File: config.mk
export PLATFORM = sky130hd
export DESIGN_NAME = int_to_ascii_radix
export DESIGN_NICKNAME = d
export VERILOG_FILES = /design/src/hw/rtl/itar_pkg.sv /design/src/hw/rtl/itar_ram.sv /design/src/hw/rtl/itar_div.sv /design/src/hw/rtl/int_to_ascii_radix.sv
export SDC_FILE = /design/constraint.sdc
export NUM_CORES = 1
export LEC_CHECK = 0
export BUFFER_PORTS_ARGS = -buffer_cell sky130_fd_sc_hd__buf_2
export CORE_MARGIN = 3
export CORE_UTILIZATION = 34
export CTS_CLUSTER_SIZE = 25
export DETAILED_ROUTE_END_ITERATION = 10
export RECOVER_POWER = 25
export SLEW_MARGIN = 10
export SYNTH_ARGS = -nofsm -noshare
export SYNTH_HDL_FRONTEND = slang
export SYNTH_SLANG_ARGS = --single-unit
File: constraint.sdc
create_clock -name clock -period 3.65 [get_ports clock]
set_input_delay 0.1825 -clock clock [delete_from_list [all_inputs] [get_ports clock]]
set_output_delay 0.1825 -clock clock [all_outputs]
set_load 0.005 [all_outputs]
File: src/hw/rtl/itar_pkg.sv
// Shared constants, types and helpers for the integer-to-ASCII converter.
`default_nettype none

package itar_pkg;

   // Field widths and default value width
   localparam int DEF_VALUE_WIDTH = 32;
   localparam int RADIX_W         = 6;
   localparam int DIGIT_W         = 6;
   localparam int CHAR_W          = 8;

   // Radix clamp limits
   localparam logic [RADIX_W-1:0] RADIX_MIN = RADIX_W'(2);
   localparam logic [RADIX_W-1:0] RADIX_MAX = RADIX_W'(36);

   // Character constants
   localparam logic [DIGIT_W-1:0] DIGIT_LIMIT = DIGIT_W'(10);
   localparam logic [CHAR_W-1:0]  CH_ZERO     = 8'h30;        // '0'
   localparam logic [CHAR_W-1:0]  CH_ALPHA    = 8'h41 - 8'd10; // 'A' - 10
   localparam logic [CHAR_W-1:0]  CH_MINUS    = 8'h2D;        // '-'

   // Sequencer states
   typedef enum logic [2:0] {
      ST_IDLE,
      ST_DIVIDE,
      ST_SIGN,
      ST_READ,
      ST_SHOW
   } state_type;

   // Control from sequencer to divider
   typedef struct packed {
      logic load;
      logic step;
   } div_ctrl_type;

   // Status from divider to sequencer
   typedef struct packed {
      logic               digit_done;
      logic               quot_zero;
      logic [DIGIT_W-1:0] digit;
   } div_status_type;

   // Digit value to ASCII code
   function automatic logic [CHAR_W-1:0] digit_char(input logic [DIGIT_W-1:0] d);
      logic [CHAR_W-1:0] d_ext;
      d_ext = CHAR_W'(d);
      if (d >= DIGIT_LIMIT) begin
         return d_ext + CH_ALPHA;
      end
      return d_ext + CH_ZERO;
   endfunction

endpackage

`default_nettype wire

File: src/hw/rtl/itar_ram.sv
// Generic single-write, single-read RAM with registered read data.
`default_nettype none

module itar_ram #(
   parameter int WIDTH = 8,
   parameter int DEPTH = 32
) (
   input  wire logic                     clock,
   input  wire logic                     wr_en,
   input  wire logic [$clog2(DEPTH)-1:0] wr_addr,
   input  wire logic [WIDTH-1:0]         wr_data,
   input  wire logic                     rd_en,
   input  wire logic [$clog2(DEPTH)-1:0] rd_addr,
   output logic      [WIDTH-1:0]         rd_data
);

   logic [WIDTH-1:0] mem_ff [DEPTH];
   logic [WIDTH-1:0] rd_data_ff;

   // Write port and registered read port
   always_ff @(posedge clock) begin
      if (wr_en) begin
         mem_ff[wr_addr] <= wr_data;
      end
      if (rd_en) begin
         rd_data_ff <= mem_ff[rd_addr];
      end
   end

   assign rd_data = rd_data_ff;

endmodule

`default_nettype wire

File: src/hw/rtl/itar_div.sv
// Bit-serial restoring divider: peels one digit off the magnitude per pass.
`default_nettype none

module itar_div #(
   parameter int VALUE_WIDTH = itar_pkg::DEF_VALUE_WIDTH
) (
   input  wire logic                           clock,
   input  wire logic                           reset,
   input  wire itar_pkg::div_ctrl_type         ctrl,
   input  wire logic signed [VALUE_WIDTH-1:0]  load_value,
   input  wire logic [itar_pkg::RADIX_W-1:0]   load_radix,
   output itar_pkg::div_status_type            status
);

   localparam int BW = $clog2(VALUE_WIDTH);
   localparam logic [BW-1:0] BIT_LAST = BW'(VALUE_WIDTH - 1);

   logic [VALUE_WIDTH-1:0]          mag_ff, mag_in;
   logic [itar_pkg::DIGIT_W-1:0]    rem_ff, rem_in;
   logic [itar_pkg::RADIX_W-1:0]    radix_ff, radix_in;
   logic [BW-1:0]                   bit_ff, bit_in;

   logic [itar_pkg::DIGIT_W:0]      shifted;
   logic [itar_pkg::DIGIT_W:0]      diff;
   logic                            qbit;
   logic [VALUE_WIDTH-1:0]          mag_step;
   logic [itar_pkg::DIGIT_W-1:0]    rem_step;
   logic                            last_bit;
   logic [itar_pkg::RADIX_W-1:0]    radix_clamped;
   logic [VALUE_WIDTH-1:0]          magnitude;

   // Clamp radix and form magnitude at load
   always_comb begin
      if (load_radix < itar_pkg::RADIX_MIN) begin
         radix_clamped = itar_pkg::RADIX_MIN;
      end else if (load_radix > itar_pkg::RADIX_MAX) begin
         radix_clamped = itar_pkg::RADIX_MAX;
      end else begin
         radix_clamped = load_radix;
      end
      if (load_value[VALUE_WIDTH-1]) begin
         magnitude = ~load_value + VALUE_WIDTH'(1);
      end else begin
         magnitude = load_value;
      end
   end

   // One restoring step: shift in next dividend bit, subtract if it fits
   always_comb begin
      shifted  = {rem_ff, mag_ff[VALUE_WIDTH-1]};
      diff     = shifted - {1'b0, radix_ff};
      qbit     = (shifted >= {1'b0, radix_ff});
      rem_step = qbit ? diff[itar_pkg::DIGIT_W-1:0] : shifted[itar_pkg::DIGIT_W-1:0];
      mag_step = {mag_ff[VALUE_WIDTH-2:0], qbit};
      last_bit = (bit_ff == BIT_LAST);
   end

   // Next-state for the divider registers
   always_comb begin
      mag_in   = mag_ff;
      rem_in   = rem_ff;
      radix_in = radix_ff;
      bit_in   = bit_ff;
      if (ctrl.load) begin
         mag_in   = magnitude;
         rem_in   = '0;
         radix_in = radix_clamped;
         bit_in   = '0;
      end else if (ctrl.step) begin
         mag_in = mag_step;
         if (last_bit) begin
            rem_in = '0;
            bit_in = '0;
         end else begin
            rem_in = rem_step;
            bit_in = bit_ff + BW'(1);
         end
      end
   end

   always_ff @(posedge clock) begin
      if (reset) begin
         bit_ff <= '0;
      end else begin
         bit_ff <= bit_in;
      end
      mag_ff   <= mag_in;
      rem_ff   <= rem_in;
      radix_ff <= radix_in;
   end

   // Digit is final on the last bit of a pass
   assign status.digit_done = ctrl.step & last_bit;
   assign status.quot_zero  = (mag_step == '0);
   assign status.digit      = rem_step;

endmodule

`default_nettype wire

File: src/hw/rtl/int_to_ascii_radix.sv
// Top level: signed integer to ASCII text in radix 2..36, one character per response.
//
//   channel | direction | ports                               | carries
//   req     | in        | req_valid, req_stall, req_value,    | one integer and its radix
//           |           | req_radix                           |
//   rsp     | out       | rsp_valid, rsp_stall,               | one character, last flag
//           |           | rsp_char_code, rsp_last_char        |
//
// Each digit costs one full pass of the bit-serial divider, after a load step;
// then each character takes a digit store read plus show, and a '-' sign for a
// negative number is shown first; rsp_stall can hold the sign or any character.
// A new item is taken only in idle, after the last character has been taken.
// Reset returns the sequencer to idle; the digit store needs no clearing.
// rsp_stall holds the current character and its flag steady.
`default_nettype none

module int_to_ascii_radix #(
   parameter int VALUE_WIDTH = itar_pkg::DEF_VALUE_WIDTH
) (
   input  wire logic                            clock,
   input  wire logic                            reset,
   input  wire logic                            req_valid,
   output logic                                 req_stall,
   input  wire logic signed [VALUE_WIDTH-1:0]   req_value,
   input  wire logic [itar_pkg::RADIX_W-1:0]    req_radix,
   output logic                                 rsp_valid,
   input  wire logic                            rsp_stall,
   output logic [itar_pkg::CHAR_W-1:0]          rsp_char_code,
   output logic                                 rsp_last_char
);

   localparam int AW = $clog2(VALUE_WIDTH);
   localparam int CW = $clog2(VALUE_WIDTH + 1);

   itar_pkg::state_type         state_ff, state_in;
   logic [CW-1:0]               count_ff, count_in;
   logic                        neg_ff, neg_in;
   logic [CW-1:0]               count_m1;

   itar_pkg::div_ctrl_type      div_ctrl;
   itar_pkg::div_status_type    div_status;

   logic                        wr_en;
   logic [AW-1:0]               wr_addr;
   logic                        rd_en;
   logic [AW-1:0]               rd_addr;
   logic [itar_pkg::DIGIT_W-1:0] rd_data;

   itar_div #(
      .VALUE_WIDTH(VALUE_WIDTH)
   ) u_div (
      .clock      (clock),
      .reset      (reset),
      .ctrl       (div_ctrl),
      .load_value (req_value),
      .load_radix (req_radix),
      .status     (div_status)
   );

   // Digit store, written least significant first, read back in reverse
   itar_ram #(
      .WIDTH(itar_pkg::DIGIT_W),
      .DEPTH(VALUE_WIDTH)
   ) u_digits (
      .clock   (clock),
      .wr_en   (wr_en),
      .wr_addr (wr_addr),
      .wr_data (div_status.digit),
      .rd_en   (rd_en),
      .rd_addr (rd_addr),
      .rd_data (rd_data)
   );

   assign count_m1 = count_ff - CW'(1);

   // Sequencer: next state and outputs
   always_comb begin
      state_in      = state_ff;
      count_in      = count_ff;
      neg_in        = neg_ff;
      div_ctrl.load = 1'b0;
      div_ctrl.step = 1'b0;
      wr_en         = 1'b0;
      wr_addr       = count_ff[AW-1:0];
      rd_en         = 1'b0;
      rd_addr       = count_m1[AW-1:0];
      req_stall     = 1'b1;
      rsp_valid     = 1'b0;
      rsp_char_code = itar_pkg::CH_MINUS;
      rsp_last_char = 1'b0;
      case (state_ff)
         itar_pkg::ST_IDLE: begin
            req_stall = 1'b0;
            if (req_valid) begin
               div_ctrl.load = 1'b1;
               neg_in        = req_value[VALUE_WIDTH-1];
               count_in      = '0;
               state_in      = itar_pkg::ST_DIVIDE;
            end
         end
         itar_pkg::ST_DIVIDE: begin
            div_ctrl.step = 1'b1;
            if (div_status.digit_done) begin
               wr_en    = 1'b1;
               count_in = count_ff + CW'(1);
               if (div_status.quot_zero) begin
                  state_in = neg_ff ? itar_pkg::ST_SIGN : itar_pkg::ST_READ;
               end
            end
         end
         itar_pkg::ST_SIGN: begin
            rsp_valid = 1'b1;
            if (!rsp_stall) begin
               state_in = itar_pkg::ST_READ;
            end
         end
         itar_pkg::ST_READ: begin
            rd_en    = 1'b1;
            state_in = itar_pkg::ST_SHOW;
         end
         itar_pkg::ST_SHOW: begin
            rsp_valid     = 1'b1;
            rsp_char_code = itar_pkg::digit_char(rd_data);
            rsp_last_char = (count_ff == CW'(1));
            if (!rsp_stall) begin
               count_in = count_m1;
               state_in = (count_ff == CW'(1)) ? itar_pkg::ST_IDLE : itar_pkg::ST_READ;
            end
         end
         default: begin
            state_in = itar_pkg::ST_IDLE;
         end
      endcase
   end

   always_ff @(posedge clock) begin
      if (reset) begin
         state_ff <= itar_pkg::ST_IDLE;
         count_ff <= '0;
         neg_ff   <= 1'b0;
      end else begin
         state_ff <= state_in;
         count_ff <= count_in;
         neg_ff   <= neg_in;
      end
   end

endmodule

`default_nettype wire
==> results.md <==
* Flops & latches, synth at 257
* CTS max path bufs at 3
* Final setup fails at 0
* Fin crit period at 2.82 ns
* Post-synth EDFFs at 236
* Yosys synthesis warning count at 0
* Synth Net Count at between 900 and 1000
* GR Overflow Total at 0
* RSZ-0062 raised after global routing: false
* Commonest cells after routing, fill and taps aside: edfxtp_1 (236), nor2_1 (74), nand2_1 (72)
* CTS Buf Count at 28
* Nets at between 900 and 1000
* TritonCTS clock tree: done
* DP Worst Slack at 0.802 ns
* Die X at 193 µm
* CP startpoint kind: flip-flop
* Yosys cell types at 60
* Final HPWL from detailed placement at ~16000 µm
* Seq/Total Area, Yosys at 0.633
* Initial antenna violation count at 1
* GRT Max-Usage Layer: met2
* Final Slew Violations at 33
* Reg2reg start: u_div.radix_ff[4]
* Total core area at roughly 34000 µm²
* Die H at 193 µm
* Root Buffer: clkbuf_16
* Asr flop ratio synth at 0
* DRT iter0 DRCs at between 600 and 700
* Worst min path class: input pin to flip-flop
* Mapped Area at 11900 µm²
* # rows at 67
* Worst path max stage delay at 0.63 ns
* Crit. End Element: flip-flop
* Worst-margin pin slew at between 1.5 and 2 ns
* Skew-Pair Late Insertion Delay at 0.56 ns
* Max transition margin at -0.160
* Placed instance count at 1313
* Post_cts resized at 0
* Post-route DRC at 0
* Maxcap violations at 1
* Top cells by area, synth: edfxtp_1 (60%), mux4_2 (9.1%), dfxtp_1 (3.5%)
* Reg2Reg Depth at 8
* Critical path arrival at roughly 3.3 ns
* Worst Hold End: u_div.mag_ff[15]
* GR Util met1 at 0.185
* R2R Setup Slk at slightly above 0.8 ns
* Leakage at 0.00460 µW
* Worst R2R End: u_div.rem_ff[4]
* CP cell instances: inv_1 > ha_1 > a21o_1 > a211o_1 > a41oi_1 > clkbuf_1 > mux2_2 > a22o_1
* I/O Buffers at 51
* # fillers at about 3100
* Setup CP Type: flip-flop to flip-flop
* H-tree Lvls at 1
* Hold_sp: req_value[15]
* Initial Util at 0.349
* Tot GR Track Use at 0.135
* Cell taking the most area after synthesis: edfxtp_1
* Worst vdd ir at between 300 and 400 µV
* Internal power at 6230 µW
* Final WL at 24600 µm
* Crit path max fanout at 33
* IO Pins at 53
* PnR worst setup slack at 0.832 ns
* Routed Antenna Nets at 0
* Worst-case clock skew at 0.0209 ns
* Post-Layout Cell Count at roughly 1400
* GRT met2 Usage at 0.225
* Largest net degree at the start of global routing at 62
* WHS Path Cells at 3
* Yosys top cell area share at 0.598
* Area grow syn2layout at 15.5%
* Power per cell area at 621 nW/µm²
* Final period util at 0.772
* Commonest non-fill, non-tap cell in the layout: edfxtp_1
* Setup Total Neg Slack at 0 ns
* Reg clk slew, reported paths at 0.06 ns
* Sw frac at 0.267
* Synthesized instance count at 843
* Vias in the first global route at ~7100
* Psw at between 2000 and 2500 µW
* Max Clk Rate at ~0.35 GHz
* Die area at 37100 µm²
* Final Hold Vio Count at 0
* Routing usage on met3 at 0.0231
* WHS at about 0.025 ns
* Outcome: complete, but fails checks
* Final Wtd Congestion at 0.804
* Seq pwr share at 0.476
* Diodes inserted at 0
* Slowest cell on the critical path: mux2_2
* Drt pass-1 iters at 5
* DR vias at between 7000 and 8000
* Synth Flop Type: edfxtp_1
* WL/cell at 17.9 µm
* Mapped Avg Cell Area at 14.1 µm²
* Comb power frac at 0.180
* Vias per cell at just over 5
* Global-route wire length before repair at 39400 µm
* Clock sinks at 257
* Share of cells above drive strength 1 at 0.201
* Failing checks: max-capacitance violations, max-slew violations
* Clk pwr share at 0.344
* Pwr Total at 8500 µW
* Required @ worst endpoint at 4.08 ns
-- routing by layer --
metal  share of wire  wire, µm
met4           0.024       590
met5         0.00028         7
met2            0.47     11600
met1            0.45     11100
met3           0.049      1190
-- how the worst max path moves through the flow --
stage                      start             endpoint  slack (ns)  depth (start not counted)
3_5_place_dp         count_ff[0]  u_digits.rd_data[2]        0.80                          5
4_1_cts              count_ff[0]  u_digits.rd_data[2]        0.81                          5
3_3_place_gp         count_ff[0]  u_digits.rd_data[2]        0.84                          5
6_report       u_div.radix_ff[4]      u_div.rem_ff[4]        0.83                          8
5_1_grt              state_ff[0]      u_div.mag_ff[5]        0.58                          3
2_1_floorplan        count_ff[0]  u_digits.rd_data[3]        0.18                         10
-- synthesized netlist by cell type, types with 17 or more instances --
cell type,count
mux4_2,48
mux2_2,23
ha_1,17
o21ai_0,53
a21oi_1,23
xor2_1,26
dfxtp_1,21
nand2_1,72
clkbuf_1,30
nor2_1,74
edfxtp_1,236
inv_1,22
-- cell families (layout without fill, tap and decap cells) --
| family | Yosys count | count (layout) | share of synthesized area |
|---|---|---|---|
| flops | 257 | 257 | 0.633 |
| simple gates | 233 | 233 | 0.0945 |
| compound gates | 145 | 145 | 0.0778 |
| mux | 85 | 85 | 0.125 |
| buf+inv | 66 | 150 | 0.0216 |
| xor+xnor | 38 | 38 | 0.0281 |
| fa+ha+maj | 18 | 18 | 0.0196 |
| other cells | 1 | 1 | 0.000316 |
-- power by group through the flow --
| stage | sequential, µW | combinational, µW | clock (µW) |
|---|---|---|---|
| 2_1_floorplan | 4100 | 906 | 0 |
| 3_3_place_gp | 4110 | 1550 | 0 |
| 3_5_place_dp | 4110 | 1590 | 0 |
| 6_report | 4050 | 1530 | 2930 |
| 4_1_cts | 4050 | 1600 | 2990 |
| 5_1_grt | 4070 | 1740 | 3110 |
-- state kept, by name, summed over array words and instances (netlist names) --
name,cells
u_digits.mem_ff,192
u_div.mag_ff,32
count_ff,6
state_ff,3
u_div.rem_ff,6
u_digits.rd_data,6
u_div.bit_ff,5
u_div.radix_ff,6
neg_ff,1
-- critical path: cells and delay by family (launching register included) --
family	cells	cell delay [ns]
adders and majority gates	1	0.34
muxes	1	0.63
DFF	1	0.33
buffers and inverters	2	0.43
AOI/OAI and AO/OA	4	0.98
-- layout make-up --
class                   count  area [µm²]  share of cell area
inverters                  22        82.6             0.00603
multi-input cells         520        4130               0.301
repair buffers             76         452              0.0330
flip-flops and latches    257        7510               0.548
clock inverters            17         233              0.0170
well taps                 448         561              0.0409
clock buffers              35         737              0.0538
-- through the flow --
step / area, µm² / utilization
final: 13700 / 0.403
after global placement: 12700 / 0.373
after global routing: 13700 / 0.403
after floorplan: 11900 / -
after detailed placement: 12700 / 0.373
after CTS: 13700 / 0.404
-- what timing repair did --
action,4_1_cts,5_1_grt
endpoints found under the hold margin,15,0
hold buffers,10,0
setup buffers,0,0
No activity file was read; power rests on OpenSTA's default activity.
